**config.mk**
```make
export PLATFORM = sky130hd
export DESIGN_NAME = apl_front
export DESIGN_NICKNAME = d
export VERILOG_FILES = /design/src/sv/apl_pkg.sv /design/src/sv/apl_front.sv
export SDC_FILE = /design/constraint.sdc
export NUM_CORES = 1
export LEC_CHECK = 0
export BUFFER_PORTS_ARGS = -buffer_cell sky130_fd_sc_hd__buf_2
export CORE_MARGIN = 10
export CORE_UTILIZATION = 48
export CTS_BUF_LIST = sky130_fd_sc_hd__clkbuf_2 sky130_fd_sc_hd__clkbuf_4 sky130_fd_sc_hd__clkbuf_8
export DETAILED_ROUTE_END_ITERATION = 8
export PLACE_DENSITY = 0.77
export SYNTH_ARGS = -nofsm -noshare
export SYNTH_HDL_FRONTEND = slang
export SYNTH_SLANG_ARGS = --single-unit
```
**constraint.sdc**
```tcl
create_clock -name clk -period 2.2 [get_ports clk]
set_input_delay 0.22 -clock clk [delete_from_list [all_inputs] [get_ports clk]]
set_output_delay 0.22 -clock clk [all_outputs]
set_load 0.005 [all_outputs]
```
**src/sv/apl_pkg.sv**
```systemverilog
// Shared types, codes and sizes for the address-to-port learning table.
// Used by every module of the block but apl_ram; depends on nothing.
`timescale 1ns / 1ps

package apl_pkg;

  localparam int ENTRIES_DEFAULT = 64;

  localparam int ADDR_W = 32;
  localparam int PORT_W = 16;
  localparam int OP_W   = 2;
  localparam int STAT_W = 2;

  // match vectors are searched this many slots per cycle
  localparam int SCAN_CHUNK = 32;
  localparam int OFF_W      = $clog2(SCAN_CHUNK);

  localparam logic [OP_W-1:0] OP_LEARN  = 2'd0;
  localparam logic [OP_W-1:0] OP_LOOKUP = 2'd1;
  localparam logic [OP_W-1:0] OP_DELETE = 2'd2;

  localparam logic [STAT_W-1:0] ST_HIT      = 2'd0;
  localparam logic [STAT_W-1:0] ST_INSERTED = 2'd1;
  localparam logic [STAT_W-1:0] ST_FULL     = 2'd2;
  localparam logic [STAT_W-1:0] ST_MISS     = 2'd3;

  // classified command handed from the front to the back
  typedef struct packed {
    logic              learn;
    logic              lookup;
    logic              del;
    logic [ADDR_W-1:0] address;
    logic [PORT_W-1:0] port;
  } cmd_t;

  // offset of the lowest set bit within one chunk
  function automatic logic [OFF_W-1:0] first_set(input logic [SCAN_CHUNK-1:0] v);
    logic [OFF_W-1:0] pos;
    pos = '0;
    for (int i = SCAN_CHUNK - 1; i >= 0; i--) begin
      if (v[i]) begin
        pos = OFF_W'(i);
      end
    end
    return pos;
  endfunction

endpackage

```
**src/sv/apl_front.sv**
```systemverilog
// Front end: accepts commands, classifies the opcode and queues them.
// Depends on apl_pkg for cmd_t and opcodes.
`timescale 1ns / 1ps

module apl_front (
  input  logic                       clk,
  input  logic                       rst,
  input  logic                       start,
  output logic                       busy,
  input  logic [apl_pkg::OP_W-1:0]   op,
  input  logic [apl_pkg::ADDR_W-1:0] address,
  input  logic [apl_pkg::PORT_W-1:0] port,
  output logic                       cmd_valid,
  output apl_pkg::cmd_t              cmd,
  input  logic                       cmd_pop
);

  localparam int QD = 2;

  apl_pkg::cmd_t q [QD];
  apl_pkg::cmd_t cmd_in;
  logic [1:0]    count;
  logic          wr_ptr;
  logic          rd_ptr;
  logic          push;
  logic          pop;

  always_comb begin
    cmd_in.learn   = (op == apl_pkg::OP_LEARN);
    cmd_in.lookup  = (op == apl_pkg::OP_LOOKUP);
    cmd_in.del     = (op == apl_pkg::OP_DELETE);
    cmd_in.address = address;
    cmd_in.port    = port;
  end

  assign busy      = (count == 2'(QD));
  assign push      = start && !busy;
  assign pop       = cmd_pop && (count != 2'd0);
  assign cmd_valid = (count != 2'd0);
  assign cmd       = q[rd_ptr];

  always_ff @(posedge clk) begin
    if (rst) begin
      count  <= '0;
      wr_ptr <= 1'b0;
      rd_ptr <= 1'b0;
    end else begin
      if (push) begin
        wr_ptr <= ~wr_ptr;
      end
      if (pop) begin
        rd_ptr <= ~rd_ptr;
      end
      case ({push, pop})
        2'b10:   count <= count + 2'd1;
        2'b01:   count <= count - 2'd1;
        default: count <= count;
      endcase
    end
  end

  always_ff @(posedge clk) begin
    if (push) begin
      q[wr_ptr] <= cmd_in;
    end
  end

endmodule

```
# After elaboration in Yosys (flattened, before gate mapping)
# Memories as Yosys holds them, arrays and structs flattened. A register that Yosys moved wholly into a read port is not among the register bits.
# Index checks and enable logic that the tools add are counted.
# totals
regBits	4
latch_bits	0
mem_bits_rw	102
rom_bits	0
in_bits	54
output_inout_bits	53
mem_count	1
# mem_list
name	words	width	rd	rd_clocked_by_memory_dff	write_ports	line	source
q	2	51	1	1	1	apl_front.sv:20	apl_pkg::cmd_t q [QD];
# classes
n_addsub	2
multipliers	0
div	0
magnitude_cmp	0
n_eq_ne	5
shifts	0
mux	5
n_bitwise	2
n_reduce_logical	6
# op_table
operator	n
2-bit equality test (second input constant)	3
2-bit by 1-bit equality test with 1-bit output (second input constant)	2
1-bit 2-to-1 mux	4
2-bit case mux with 2 select lines	1
2-bit nonzero test	2
2-bit by 1-bit adder with 2-bit output (second input constant)	1
1-bit logical AND	2
2-bit zero test	1
1-bit NOT	2
2-bit by 1-bit subtractor with 2-bit output (second input constant)	1
1-bit zero test	1

# Depth between registers and ports, before layout
# depth
ltp_word	5
depth_mapped	6

# Worst setup path after synthesis
# Ideal clock, no wire load.
# synth_timing
path_kind	flip-flop to flip-flop
from	register count[0]
to	memory q[0][0] in the netlist's numbering (enable)
arrival_ns	1.903
required_time_ns	1.795
slack_ns	-0.108
stages_incl_launch_ff	5
n_path_buf	0
synth_period_minus_slack_ns	2.308
path_cell_list	dfxtp_1 -> nand2b_2 -> inv_2 -> or3_1 -> inv_1
# synth_via
elab_chain_len	5
# synth_rtl
item	line	source
from (decl)	apl_front.sv:22	logic [1:0] count;
from (signal assigned)	apl_front.sv:55	2'b10: count <= count + 2'd1;
from (signal assigned)	apl_front.sv:56	2'b01: count <= count - 2'd1;
from (signal assigned)	apl_front.sv:57	default: count <= count;
2-bit equality test	apl_front.sv:36	assign busy = (count == 2'(QD));
named net busy	apl_front.sv:9	output logic busy,
1-bit zero test	apl_front.sv:37	assign push = start && !busy;
1-bit logical AND	apl_front.sv:37	
1-bit 2-to-1 mux	apl_front.sv:63	if (push) begin
1-bit 2-to-1 mux (implied by the code)	apl_front.sv:64	q[wr_ptr] <= cmd_in;
to (decl)	apl_front.sv:20	
# The timed path passes the listed nets, and every way through them passes these cells.

==> flow_metrics.py <==
metrics = {
    "cts": {
        "insertion_delay_ns": 0.36,
        "cts_max_level": 3,
        "clkTransAtPathRegs_ns": 0.10,
        "tritoncts": "yes",
        "postCtsSetupBuffers": 0,
        "cts.sink_count": 107,
        "post_cts_resized": 0,
        "cts.root.buffer_cell": "clkbuf_8",
        "cts_hold_buffers": 0,
        "cts_inserted_buffers": 9,
        "max-clock-path-buffers": 2,
    },
    "detailed_routing": {
        "routed_met1_length_um": 3010,
        "route.met2.wl_um": 3430,
        "detail_route.first_pass.iterations": 4,
        "route.met3.wl_um": 721,
        "highest_layer": "met5",
        "dr.first_iter.drc_count": 34,
        "ant_nets": 0,
        "drc_markers": 0,
        "totalWireLength_um": 7240,
        "wl_per_cell_um": 17.6,
        "route.detailed.vias_per_inst": 4.92,
        "detailroute.via_count": 2028,
    },
    "synth": {
        "postSynthNetCount": 243,
        "synth.top_cells.by_count": "edfxtp_1 (102), mux2_2 (51), buf_2 (5), dfxtp_1 (5), nor2_1 (4)",
        "synth_top_cell_by_area": "edfxtp_1",
        "syn-mean-instance-area_um2": 20.8,
        "ys_seq_area_frac": 0.809,
        "yosys_reg_bits": 107,
        "yosys.area.top_type_share": 0.784,
        "syn-cell-area_um2": 3910,
        "yosysMostFrequentCell": "edfxtp_1",
        "edff_count_synth": 102,
        "synth_cells": 188,
        "async_reset_ff_frac": 0,
        "synth.yosys.warnings": 0,
        "synth.lib_cells_used.distinct": 20,
        "synth-main-ff-cell": "edfxtp_1",
        "synth.top_cells.by_area": "edfxtp_1 (78%), mux2_2 (15%), dfxtp_1 (2.6%)",
    },
    "finish": {
        "flow.area_growth_from_synthesis_pct": 22.2,
        "post-route-util": 0.612,
        "final_area_um2": 4780,
        "antenna_cells_inserted": 0,
        "final_standard_cell_count_with_taps_included_and_fillers_excluded": 412,
        "drive_gt1_frac": 0.594,
        "fin_nets": 360,
    },
    "global_routing": {
        "grt_remaining_overflow": 0,
        "vias_in_the_first_global_route": 2202,
        "number_of_antenna_violations_at_the_first_check_in_global_routing": 1,
        "grt_usage": 0.118,
        "grt_start_max_net_pins": 38,
        "first_pass_grt_wire_length_um": 11100,
    },
    "flow_run": {
        "max_cap_violations": 0,
    },
    "floorplanning": {
        "top_level_ports": 107,
        "floorplan.initialDensity": 0.501,
        "core_um2": 7810,
        "row_count": 32,
        "die_x_um": 110,
        "dieArea_um2": 12200,
        "die_h_um": 110,
    },
    "placed_design": {
        "dpl.cell_count": 396,
        "port_buffers": 106,
        "dp_worst_setup_slack_ns": 0.530,
        "post-dp-hpwl_um": 5060,
        "detailed_place.area_um2": 4600,
        "placer_s_final_routability_congestion_estimate": 0.729,
    },
    "critical_path": {
        "critical_path.slowest_cell": "buf_4",
        "cp_data_arrival_time_ns": 1.67,
        "critical-path-max-stage-delay_ns": 0.41,
        "critPathRequiredTime_ns": 1.98,
        "timing_worst_setup_path_type": "flip-flop to output pin",
        "crit_fanout": 37,
        "critical_path.startpoint_type": "flip-flop",
        "cp-end-kind": "output pin",
        "list_of_cells_traversed_by_the_critical_path": "buf_4, mux2_2, buf_2",
    },
    "timing": {
        "worst_slew_pin_slew_ns": 0.504,
        "clock.fmax_ghz": 0.529,
        "max_slew_violation_count": 0,
        "holdWs_ns": 0.0430,
        "finalCritPeriodShare": 0.859,
        "timing_hold_violations_final": 0,
        "tns_ns": 0,
        "finClkSkew_ns": 0.0127,
        "finalWorstPathRequiredPeriod_ns": 1.89,
        "setup_viol": 0,
        "headroom_to_the_max_slew_limit": 0.664,
        "timing.final.ws_setup_ns": 0.309,
        "setup_repair_after_global_routing_missed_its_margin": "false",
    },
    "power_and_ir_drop": {
        "vdd_drop_max_mv": 0.666,
        "power.density_cell_area_nw_per_um2": 1060,
        "cellLeakagePower_nw": 1.79,
        "power_mw": 5.08,
    },
    "min_path": {
        "type_of_the_most_critical_hold_path": "primary input to flip-flop",
    },
    "status": {
        "outcome": "finished clean",
    },
}
-- area by class of cell --
cell class	instances	area, µm²
clock buffer	9	124
clock inverter	7	50.0
fill	615	3030
inverter	3	15.0
multi-input combinational	72	707
sequential	107	3160
tap	102	128
timing repair buffer	112	588
-- state kept, by name (all words and copies together), names as in the netlist, named ones only --
signal  count
rd_ptr      1
wr_ptr      1
q         102
count       2
-- layer usage --
layer  vias up  track usage
met4         2       0.0413
li1        966            -
met3         8       0.0505
met5         -            0
met2        75        0.184
met1       977        0.145
-- final timing paths --
kind	from	to	slack, ns	cells after the start
setup / recovery	flip-flop	cmd[26]	0.31	3
hold / removal	port[13]	q[1][13]	0.04	1
setup reg to reg	count[0]	q[0][13]	0.52	5
hold reg to reg	wr_ptr	wr_ptr	0.50	2
-- cell families after synthesis --
family / share of synthesized area
and+or+nand+nor: 0.0166
adders and majority gates: 0.00320
muxes: 0.147
DFF: 0.809
AOI/OAI and AO/OA: 0.00704
buffers and inverters: 0.0102
xor gates and xnor gates: 0.00672
-- worst max-delay path: cells and delay by family, from the launching register on --
family / cells / cell delay (ns)
multiplexers: 1 / 0.41
buffers and inverters: 2 / 0.54
flip-flops: 1 / 0.33
-- cell usage in the layout, fill, tap and decap left out, types with 3 or more instances in the layout --
cell type,netlist,layout
nor2_1,4,4
clkbuf_8,0,9
edfxtp_1,102,102
buf_2,5,106
clkinvlp_4,0,3
mux2_2,51,51
buf_4,0,5
dfxtp_1,5,4
-- power breakdown --
| part | internal, mW | leakage (nW) | switching [mW] |
|---|---|---|---|
| combinational | 0.714 | 0.708 | 0.667 |
| clock | 0.416 | 0.0837 | 0.635 |
| sequential | 2.57 | 0.997 | 0.0791 |
Power figures use the tool's default switching activity.
